--- config.mk ---
export PLATFORM = sky130hd
export DESIGN_NAME = charger_status_debouncer_core_flat
export DESIGN_NICKNAME = d
export VERILOG_FILES = /design/src/hw/rtl/csd_pkg.sv /design/src/hw/rtl/csd_in_if.sv /design/src/hw/rtl/csd_out_if.sv /design/src/hw/rtl/csd_cfg_if.sv /design/src/hw/rtl/charger_status_debouncer_core.sv /design/src/flat_wrapper.sv
export SDC_FILE = /design/constraint.sdc
export NUM_CORES = 1
export LEC_CHECK = 0
export BUFFER_PORTS_ARGS = -buffer_cell sky130_fd_sc_hd__buf_2
export CORE_MARGIN = 2
export CORE_UTILIZATION = 40
export DETAILED_ROUTE_END_ITERATION = 12
export RECOVER_POWER = 100
export SKIP_LAST_GASP = 1
export SYNTH_ARGS = -nofsm -noshare
export SYNTH_HDL_FRONTEND = slang
export SYNTH_SLANG_ARGS = --single-unit
--- constraint.sdc ---
create_clock -name clk_i -period 8.5 [get_ports clk_i]
set_input_delay 0.85 -clock clk_i [delete_from_list [all_inputs] [get_ports clk_i]]
set_output_delay 0.85 -clock clk_i [all_outputs]
set_load 0.01 [all_outputs]
--- src/hw/rtl/csd_pkg.sv ---
`default_nettype none

package csd_pkg;

  localparam int unsigned CntW    = 8;
  localparam int unsigned CfgIdxW = 1;
  localparam int unsigned CfgDatW = 8;

  localparam logic [CntW-1:0] PresenceThrReset = 8'd10;
  localparam logic [CntW-1:0] EndThrReset      = 8'd10;

  localparam logic [CfgIdxW-1:0] RegPresenceThr = 1'd0;
  localparam logic [CfgIdxW-1:0] RegEndThr      = 1'd1;

  typedef enum logic [1:0] {
    ChargeUnknown  = 2'd0,
    ChargeCharging = 2'd1,
    ChargeFinished = 2'd2
  } charge_state_e;

  typedef struct packed {
    logic present_pin;
    logic end_pin;
  } in_t;

  typedef struct packed {
    charge_state_e charge_state;
    logic          charger_present;
    logic          presence_known;
  } out_t;

  typedef struct packed {
    logic [CfgIdxW-1:0] index;
    logic [CfgDatW-1:0] wdata;
  } cfg_t;

endpackage

`default_nettype wire

--- src/hw/rtl/csd_in_if.sv ---
`default_nettype none

interface csd_in_if;
  logic          valid;
  logic          ready;
  csd_pkg::in_t  data;

  modport source (output valid, output data, input ready);
  modport sink   (input valid, input data, output ready);
endinterface

`default_nettype wire

--- src/hw/rtl/csd_out_if.sv ---
`default_nettype none

interface csd_out_if;
  logic          valid;
  logic          ready;
  csd_pkg::out_t data;

  modport source (output valid, output data, input ready);
  modport sink   (input valid, input data, output ready);
endinterface

`default_nettype wire

--- src/hw/rtl/csd_cfg_if.sv ---
`default_nettype none

interface csd_cfg_if;
  logic          valid;
  logic          ready;
  csd_pkg::cfg_t data;

  modport source (output valid, output data, input ready);
  modport sink   (input valid, input data, output ready);
endinterface

`default_nettype wire

--- src/hw/rtl/charger_status_debouncer_core.sv ---
// Charger status debouncer: presence and charge-end qualification of two pin samples.
// Pipeline: the input register holds each sample, then the debounce state update
//   loads its status into the result register.
// Throughput: one sample per cycle while the result register is not stalled by out_o.ready.
// Reset (rst_ni low, asynchronous): all debounce state clears, thresholds return to 10.
`default_nettype none

module charger_status_debouncer_core (
  input  wire logic    clk_i,
  input  wire logic    rst_ni,
  csd_in_if.sink       in_i,
  csd_out_if.source    out_o,
  csd_cfg_if.sink      cfg_i
);

  // Configuration registers; always ready. Writes must come only while idle; the block leaves this to the user.
  logic [csd_pkg::CntW-1:0] pres_thr_q, end_thr_q;

  assign cfg_i.ready = 1'b1;

  always_ff @(posedge clk_i or negedge rst_ni) begin
    if (!rst_ni) begin
      pres_thr_q <= csd_pkg::PresenceThrReset;
      end_thr_q  <= csd_pkg::EndThrReset;
    end else if (cfg_i.valid) begin
      unique case (cfg_i.data.index)
        csd_pkg::RegPresenceThr: pres_thr_q <= cfg_i.data.wdata;
        csd_pkg::RegEndThr:      end_thr_q  <= cfg_i.data.wdata;
        default: ;
      endcase
    end
  end

  // Pipeline handshake: input register feeds the result register.
  logic         s1_valid_q;
  csd_pkg::in_t s1_data_q;
  logic         out_valid_q;
  csd_pkg::out_t out_data_q;
  logic         s2_ready, s1_ready, s2_fire;

  assign s2_ready = !out_valid_q || out_o.ready;
  assign s1_ready = !s1_valid_q || s2_ready;
  assign s2_fire  = s1_valid_q && s2_ready;

  assign in_i.ready  = s1_ready;
  assign out_o.valid = out_valid_q;
  assign out_o.data  = out_data_q;

  always_ff @(posedge clk_i or negedge rst_ni) begin
    if (!rst_ni) begin
      s1_valid_q  <= 1'b0;
      out_valid_q <= 1'b0;
    end else begin
      if (s1_ready) begin
        s1_valid_q <= in_i.valid;
      end
      if (s2_ready) begin
        out_valid_q <= s1_valid_q;
      end
    end
  end

  // Hold the sample until the result stage takes it.
  always_ff @(posedge clk_i) begin
    if (s1_ready && in_i.valid) begin
      s1_data_q <= in_i.data;
    end
  end

  // Debounce state.
  logic                     primed_q, primed_d;
  logic                     pres_flag_q, pres_flag_d;
  logic                     pres_known_q, pres_known_d;
  logic [csd_pkg::CntW-1:0] pres_cnt_q, pres_cnt_d;
  logic                     end_flag_q, end_flag_d;
  logic                     end_known_q, end_known_d;
  logic [csd_pkg::CntW-1:0] chg_cnt_q, chg_cnt_d;
  logic [csd_pkg::CntW-1:0] end_cnt_q, end_cnt_d;
  csd_pkg::out_t            result_d;

  always_comb begin
    logic ppin, epin;
    logic [csd_pkg::CntW-1:0] inc;

    ppin = s1_data_q.present_pin;
    epin = s1_data_q.end_pin;

    primed_d     = 1'b1;
    pres_flag_d  = primed_q ? pres_flag_q : !ppin;  // prime on the first sample
    pres_known_d = pres_known_q;
    pres_cnt_d   = pres_cnt_q;
    end_flag_d   = end_flag_q;
    end_known_d  = end_known_q;
    chg_cnt_d    = chg_cnt_q;
    end_cnt_d    = end_cnt_q;
    inc          = '0;

    // Presence: flip after enough consecutive disagreeing samples.
    if (pres_flag_d == ppin) begin
      pres_cnt_d = '0;
    end else begin
      pres_cnt_d = pres_cnt_q + 8'd1;
      if (pres_cnt_d >= pres_thr_q) begin
        pres_cnt_d   = '0;
        pres_flag_d  = !pres_flag_d;
        pres_known_d = 1'b1;
      end
    end

    if (pres_known_d) begin
      if (pres_flag_d) begin
        if (epin == end_flag_q) begin
          // Pin agrees with the held end flag: clear the opposing counter and qualify an unknown end state.
          if (end_flag_q) chg_cnt_d = '0;
          else            end_cnt_d = '0;
          if (end_known_q) begin
            if (end_flag_q) end_cnt_d = '0;
            else            chg_cnt_d = '0;
          end else if (end_flag_q) begin
            inc = end_cnt_d + 8'd1;
            end_cnt_d = inc;
            if (inc >= end_thr_q) begin
              end_cnt_d   = '0;
              end_known_d = 1'b1;
            end
          end else begin
            inc = chg_cnt_d + 8'd1;
            chg_cnt_d = inc;
            if (inc >= end_thr_q) begin
              chg_cnt_d   = '0;
              end_known_d = 1'b1;
            end
          end
        end else if (end_flag_q) begin
          // Charge end dropped: qualify a return to charging.
          end_cnt_d = '0;
          inc = chg_cnt_q + 8'd1;
          chg_cnt_d = inc;
          if (inc >= end_thr_q) begin
            chg_cnt_d   = '0;
            end_flag_d  = 1'b0;
            end_known_d = 1'b1;
          end
        end else begin
          // Charge end asserted: qualify finished.
          chg_cnt_d = '0;
          inc = end_cnt_q + 8'd1;
          end_cnt_d = inc;
          if (inc >= end_thr_q) begin
            end_cnt_d   = '0;
            end_flag_d  = 1'b1;
            end_known_d = 1'b1;
          end
        end
      end else begin
        // Charger known absent: drop end detection, keep the end counter.
        end_flag_d  = 1'b0;
        end_known_d = 1'b0;
        chg_cnt_d   = '0;
      end
    end

    result_d.charge_state    = csd_pkg::ChargeUnknown;
    if (pres_known_d && pres_flag_d && end_known_d) begin
      result_d.charge_state  = end_flag_d ? csd_pkg::ChargeFinished : csd_pkg::ChargeCharging;
    end
    result_d.charger_present = pres_flag_d;
    result_d.presence_known  = pres_known_d;
  end

  // Advance state only when a sample moves into the result register.
  always_ff @(posedge clk_i or negedge rst_ni) begin
    if (!rst_ni) begin
      primed_q     <= 1'b0;
      pres_flag_q  <= 1'b0;
      pres_known_q <= 1'b0;
      pres_cnt_q   <= '0;
      end_flag_q   <= 1'b0;
      end_known_q  <= 1'b0;
      chg_cnt_q    <= '0;
      end_cnt_q    <= '0;
    end else if (s2_fire) begin
      primed_q     <= primed_d;
      pres_flag_q  <= pres_flag_d;
      pres_known_q <= pres_known_d;
      pres_cnt_q   <= pres_cnt_d;
      end_flag_q   <= end_flag_d;
      end_known_q  <= end_known_d;
      chg_cnt_q    <= chg_cnt_d;
      end_cnt_q    <= end_cnt_d;
    end
  end

  always_ff @(posedge clk_i) begin
    if (s2_fire) begin
      out_data_q <= result_d;
    end
  end

  // Checks.
  a_state_needs_presence: assert property (@(posedge clk_i) disable iff (!rst_ni)
    out_valid_q && (out_data_q.charge_state != csd_pkg::ChargeUnknown)
      |-> (out_data_q.charger_present && out_data_q.presence_known))
    else $error("charge state reported without known presence");

  a_known_sticks: assert property (@(posedge clk_i) disable iff (!rst_ni)
    pres_known_q |=> pres_known_q)
    else $error("presence known dropped");

  a_s1_holds: assert property (@(posedge clk_i) disable iff (!rst_ni)
    s1_valid_q && !s2_ready |=> s1_valid_q && $stable(s1_data_q))
    else $error("input stage lost a stalled sample");

  a_absent_clears_end: assert property (@(posedge clk_i) disable iff (!rst_ni)
    s2_fire && pres_known_d && !pres_flag_d |=> !end_known_q && (chg_cnt_q == '0))
    else $error("end detection kept while charger absent");

endmodule

`default_nettype wire

--- src/flat_wrapper.sv ---
// flat-port wrapper written by rule: the top's interface ports become plain ports
module charger_status_debouncer_core_flat 
  (clk_i, rst_ni, in_i_valid, in_i_data, in_i_ready, out_o_valid, out_o_data, out_o_ready, cfg_i_valid, cfg_i_data, cfg_i_ready);
  csd_in_if in_i_i ();
  csd_out_if out_o_i ();
  csd_cfg_if cfg_i_i ();
  input  wire logic clk_i;
  input  wire logic rst_ni;
  input wire logic [$bits(in_i_i.valid)-1:0] in_i_valid;
  input wire logic [$bits(in_i_i.data)-1:0] in_i_data;
  output wire logic [$bits(in_i_i.ready)-1:0] in_i_ready;
  output wire logic [$bits(out_o_i.valid)-1:0] out_o_valid;
  output wire logic [$bits(out_o_i.data)-1:0] out_o_data;
  input wire logic [$bits(out_o_i.ready)-1:0] out_o_ready;
  input wire logic [$bits(cfg_i_i.valid)-1:0] cfg_i_valid;
  input wire logic [$bits(cfg_i_i.data)-1:0] cfg_i_data;
  output wire logic [$bits(cfg_i_i.ready)-1:0] cfg_i_ready;
  assign in_i_i.valid = in_i_valid;
  assign in_i_i.data = in_i_data;
  assign in_i_ready = in_i_i.ready;
  assign out_o_valid = out_o_i.valid;
  assign out_o_data = out_o_i.data;
  assign out_o_i.ready = out_o_ready;
  assign cfg_i_i.valid = cfg_i_valid;
  assign cfg_i_i.data = cfg_i_data;
  assign cfg_i_ready = cfg_i_i.ready;
  charger_status_debouncer_core u_core (.clk_i(clk_i), .rst_ni(rst_ni), .in_i(in_i_i), .out_o(out_o_i), .cfg_i(cfg_i_i));
endmodule
### After elaboration in Yosys (flattened, before gate mapping)

Index checks and enable logic that the tools add are counted.
Widths: inputs -> output; s select.

| word-level totals | value |
|---|---|
| register bits after elaboration | 53 |
| memory bits (writable) | 0 |
| word-level logic and storage cells | 91 |
| memories | 0 |
| latch bits | 0 |
| bits in read-only memories | 0 |

| cells by class | value |
|---|---|
| multipliers | 0 |
| bitwise operators | 1 |
| equal/unequal tests | 2 |
| shifts and indexed selects | 0 |
| reductions and logical operators | 14 |
| multiplexer cells | 47 |
| add/sub/neg operators | 5 |
| divide/modulo/power cells | 0 |
| order comparisons | 5 |

Operators by type and width:

| kind | number |
|---|---|
| $mux 8 | 25 |
| $add 8x1->8 const B | 5 |
| $ge 8x8->1 | 5 |
| $mux 1 | 21 |
| $reduce_and 2->1 | 3 |
| $logic_and 1x1->1 | 4 |
| $logic_not 1->1 | 4 |
| $reduce_and 3->1 | 1 |
| $eq 1x1->1 | 2 |
| $logic_or 1x1->1 | 2 |
| $mux 2 | 1 |
| $not 1->1 | 1 |

### Depth between registers and ports, before layout

| depth | value |
|---|---|
| depth in word-level cells | 16 |
| mapped depth | 14 |

### Least setup slack after synthesis

Ideal clock, no wire load.

| timing path | value |
|---|---|
| path kind | flip-flop to flip-flop |
| from | reg u_core.end_flag_q |
| to | reg u_core.out_data_q (netlist bit u_core.out_o.data[3]), data pin |
| clock period less this slack | 3.126 ns |
| stages on the path, launching flop included | 14 |
| setup slack | 5.374 ns |
| data required time | 8.245 ns |
| arrival | 2.871 ns |
| cell sequence | dfrtp_1 -> clkbuf_1 -> buf_1 -> and2_1 -> ha_1 -> nand3_1 -> or3_1 -> a21oi_1 -> ha_1 -> a21oi_1 -> nor2b_1 -> a211oi_1 -> o211a_1 -> and3b_1 |

| between the ends | value |
|---|---|
| longest elaborated chain between the ends | 13 |

Ends and longest elaborated chain:

| item | line | text |
|---|---|---|
| start: declaration | charger_status_debouncer_core.sv:75 | `logic end_flag_q, end_flag_d;` |
| start signal: assignment | charger_status_debouncer_core.sv:187 | `end_flag_q <= end_flag_d;` |
| $mux 8 | charger_status_debouncer_core.sv:114 | `if (end_flag_q) chg_cnt_d = '0;` |
| $mux 8 | charger_status_debouncer_core.sv:112 | `if (epin == end_flag_q) begin` |
| $mux 8 | charger_status_debouncer_core.sv:111 | `if (pres_flag_d) begin` |
| $mux 8 | charger_status_debouncer_core.sv:110 | `if (pres_known_d) begin` |
| $add 8x1->8 (on tied branches) | charger_status_debouncer_core.sv:127, charger_status_debouncer_core.sv:120 |  |
| $ge 8x8->1 (on tied branches) | charger_status_debouncer_core.sv:129, charger_status_debouncer_core.sv:122 |  |
| $mux 1 (on tied branches) | charger_status_debouncer_core.sv:129, charger_status_debouncer_core.sv:122 |  |
| $mux 1 | charger_status_debouncer_core.sv:119 | `end else if (end_flag_q) begin` |
| $mux 1 | charger_status_debouncer_core.sv:116 | `if (end_known_q) begin` |
| $mux 1 | charger_status_debouncer_core.sv:112 |  |
| $mux 1 | charger_status_debouncer_core.sv:111 |  |
| $mux 1 | charger_status_debouncer_core.sv:110 |  |
| $logic_and 1x1->1 | charger_status_debouncer_core.sv:164 | `if (pres_known_d && pres_flag_d && end_known_d) begin` |
| end signal: assignment | charger_status_debouncer_core.sv:196 | `out_data_q <= result_d;` |
| end: declaration | charger_status_debouncer_core.sv:38 | `csd_pkg::out_t out_data_q;` |

Parallel ways exist; a longest one is shown, timed or not. The select of a mux whose other input is x is not followed.
A chain may end at the register's enable or synchronous reset.

### Worst setup path after layout

| timing path | value |
|---|---|
| from | reg u_core.end_flag_q |
| to | reg u_core.end_cnt_q[5] (netlist name) |

| between the ends | value |
|---|---|
| longest elaborated chain between the ends | 10 |

Ends and longest elaborated chain:

| item | line | text |
|---|---|---|
| $mux 8 | charger_status_debouncer_core.sv:114 |  |
| $mux 8 | charger_status_debouncer_core.sv:112 |  |
| $mux 8 | charger_status_debouncer_core.sv:111 |  |
| $mux 8 | charger_status_debouncer_core.sv:110 |  |
| $add 8x1->8 | charger_status_debouncer_core.sv:120 | `inc = end_cnt_d + 8'd1;` |
| $ge 8x8->1 | charger_status_debouncer_core.sv:122 | `if (inc >= end_thr_q) begin` |
| $mux 8 | charger_status_debouncer_core.sv:122 |  |
| $mux 8 | charger_status_debouncer_core.sv:119 |  |
| $mux 8 | charger_status_debouncer_core.sv:116 |  |
| $mux 8 * | charger_status_debouncer_core.sv:112 |  |
| end signal: assignment | charger_status_debouncer_core.sv:190 | `end_cnt_q <= end_cnt_d;` |
| end: declaration | charger_status_debouncer_core.sv:78 | `logic [csd_pkg::CntW-1:0] end_cnt_q, end_cnt_d;` |

Every way passes the cells marked *; elsewhere a longest branch is shown, timed or not. The select of a mux whose other input is x is not followed.

==> parameters.txt <==
Parameter                              Value

Outcome
  Status    finished, violations left
  Failing checks    max-capacitance violations, max-slew violations

Timing
  Post-Route Skew    4.23 ps
  Slack of the critical path    4320 ps
  Final Hold Viols    0
  Relative slew slack    -0.695
  Transition time at the pin with the least slew margin    2540 ps
  Shortest clock period the worst path allows after layout    4180 ps
  F_max    0.239 GHz
  Number of max-slew violations in the final report    54
  Share of the clock period used by the worst path    0.492
  Fin Setup TNS    0 ps
  Final number of setup-violating endpoints    0
  Setup repair after global routing missed its margin    no

Drt
  Final wirelength    8110 um
  Final antenna-violating net count    0
  Average via count per standard cell    5.45
  Residual DRC    0
  Total vias in the final route    2723
  Post-DR wirelength/cell    16.2 um
  Iteration count of the initial detailed-routing pass    4
  Detailed Route Iter0 Violations    approximately 120

Final layout
  Nets    452
  Post-Route Utilization    0.447
  N_diodes    0
  Fillers    861
  Synth-to-layout area growth    7.34%
  Filler-free cell count of the finished design    500
  Fraction of final layout cells sized beyond drive strength 1    0.105

Critical path
  Arrival time at the worst endpoint    4420 ps
  Maximum fanout along the worst path    21
  CP startpoint kind    register
  Worst Path Class, Setup    register to register
  Nature of the critical path endpoint    register
  Critical path's largest stage delay    between 1000 and 1500 ps
  Crit path max-delay cell type    sky130_fd_sc_hd__a2111oi_0
  Largest delay share family, worst path    compound AO/OA/AOI/OAI gates
  CP bufs+invs    0
  Crit path cell chain    and2_1 > ha_1 > nand3_1 > or3_1 > a21oi_1 > ha_1 > a21oi_1 > nor2b_1 > a2111oi_0 > o211ai_2 > o2bb2ai_1
  Data required, critical path    8730 ps

Global route
  Global routing usage summed across all routing layers    0.172
  First-pass GRT wire length    13600 um
  Sum of overflow across all layers after global routing    0
  Via count of the first global-routing pass    2752
  Number of antenna violations at the first check in global routing    0
  Maximum number of pins on one net before global-route repair    48

Clock network
  Post-CTS clock slew at the launch and capture registers of the worst setup and hold paths    100 ps
  Clock latency at the later pin of the worst-skew pair    310 ps
  Gates resized, CTS repair    0
  CTS buffer count    5
  CTS HTree Levels    2
  Clock tree from TritonCTS    built
  Bufs on Longest Clock Path    2
  Clock sink total    53
  Clock root buffer master    sky130_fd_sc_hd__clkbuf_8
  Setup bufs post-CTS    0
  # hold bufs at CTS    0

Placed design
  DP Worst Slack    5190 ps
  Estimated wirelength of the detail-placed design    6260 um
  Number of placed instances with taps included    just under 500
  Routability cong.    0.891
  Port-buffer cells    21

Hold path
  Type of the worst min-delay path    register to register

Floorplanning
  Total core area    8810 um2
  Floorplan die width    99.7 um
  Effective utilization at floorplan    0.416
  Num ports    23
  Die H    99.7 um
  Die ar.    about 9900 um2
  Row count    34

Power and ir drop
  Max VDD drop    0.000111 V
  Static power due to leakage    1.91 nW
  Power density of the placed cells    213 nW/um2

Synthesis
  Largest cells by area after synthesis    sky130_fd_sc_hd__dfrtp_1, sky130_fd_sc_hd__ha_1, sky130_fd_sc_hd__edfxtp_1
  Portion of synthesized cell area occupied by the leading cell type    0.294
  Synthesized area divided by synthesized cell count    9.85 um2
  Gate count of the mapped netlist    372
  Number of enable-type register cells in the synthesized netlist    6
  Flip-flop cell with the highest count after synthesis    sky130_fd_sc_hd__dfrtp_1
  Count of synthesis-stage warnings from yosys    0
  List of most frequent post-synthesis cells    sky130_fd_sc_hd__ha_1, sky130_fd_sc_hd__dfrtp_1, sky130_fd_sc_hd__nand2_1
  Number of different library cells in the post-synthesis netlist    59
  Share of the yosys chip area belonging to registers    0.371
  Fraction of registers with async set/reset    0.887
  Synthesized Nets    433
  Yosys top cell by area    sky130_fd_sc_hd__dfrtp_1
  Post-synthesis register bit count    53
  Summed instance area of the synthesized netlist    3670 um2
  Top-count cell post-synth    sky130_fd_sc_hd__ha_1

Run
  Max-cap violations    2
final cells by class:
type | instances | area [um2] | area share
Tap cell | 108 | 135 | 0.0343
Inverter | 24 | 90.1 | 0.0229
Timing Repair Buffer | 22 | 100 | 0.0254
Multi-Input combinational cell | 285 | 2140 | 0.543
Clock buffer | 6 | 72.6 | 0.0184
Clock inverter | 2 | 38.8 | 0.00986
Sequential cell | 53 | 1360 | 0.346
stage by stage:
step | hold slack, ps | power [W] | instance area [um2]
2_1_floorplan | 469 | 0.000585 | 3670
3_3_place_gp | 490 | 0.000665 | 3860
3_5_place_dp | 498 | 0.000673 | 3860
4_1_cts | 521 | 0.000852 | 3980
5_1_grt | 535 | 0.000900 | 3940
6_report | 517 | 0.000838 | 3940
cells by family (layout without fill, tap and decap cells):
group | Yosys count | count (layout) | synth area share
fa+ha+maj | 45 | 45 | 0.154
buf+inv | 34 | 54 | 0.0379
mux | 13 | 13 | 0.0403
other cells | 1 | 1 | 0.00102
simple gates | 117 | 117 | 0.159
xor+xnor | 24 | 24 | 0.0573
compound gates | 85 | 85 | 0.180
flops | 53 | 53 | 0.371
path summary, 6_finish.rpt:
kind / start / end / slack (ps) / cells after the start
max: u_core.end_flag_q / u_core.end_cnt_q[5] / 4320 / 11
min: u_core.end_thr_q[2] / u_core.end_thr_q[2] / 520 / 1
max reg2reg: u_core.end_flag_q / u_core.end_cnt_q[5] / 4320 / 11
min reg2reg: u_core.end_thr_q[2] / u_core.end_thr_q[2] / 520 / 1
max in group asynchronous: rst_ni / u_core.pres_thr_q[0] / 5650 / 2
min in group asynchronous: rst_ni / u_core.s1_valid_q / 1410 / 2
layer usage:
metal	track usage	part of all wire	vias to the layer above
li1	-	-	1371
met1	0.227	0.48	1315
met2	0.293	0.48	29
met5	0	0	-
met4	0.0485	0.013	0
met3	0.0274	0.021	8
flip-flops by register name, summed over array words and instances, names as in the netlist, 2 cells and up:
name and cells:
u_core.end_thr_q 8, u_core.s1_data_q 2, u_core.out_o.data 4, u_core.pres_thr_q 8
u_core.chg_cnt_q 8, u_core.end_cnt_q 8, u_core.pres_cnt_q 8
cell usage in the layout (no fill, tap or decap), drive strengths merged, types with 11 or more instances in the layout:
| cell type | netlist | layout |
|---|---|---|
| dfrtp | 43 | 43 |
| o21ai | 20 | 20 |
| inv | 24 | 25 |
| buf | 3 | 14 |
| nand2b | 11 | 11 |
| nor2 | 22 | 22 |
| mux2 | 11 | 11 |
| ha | 45 | 45 |
| xor2 | 14 | 14 |
| nand2 | 41 | 41 |
| nand3 | 13 | 13 |
| clkbuf | 7 | 14 |
power by group:
| part | switching, W | internal, W |
|---|---|---|
| Combinational | 0.000172 | 0.000136 |
| Clock | 0.0000879 | 0.0000892 |
| Sequential | 0.0000554 | 0.000297 |
Power figures use the tool's default switching activity.
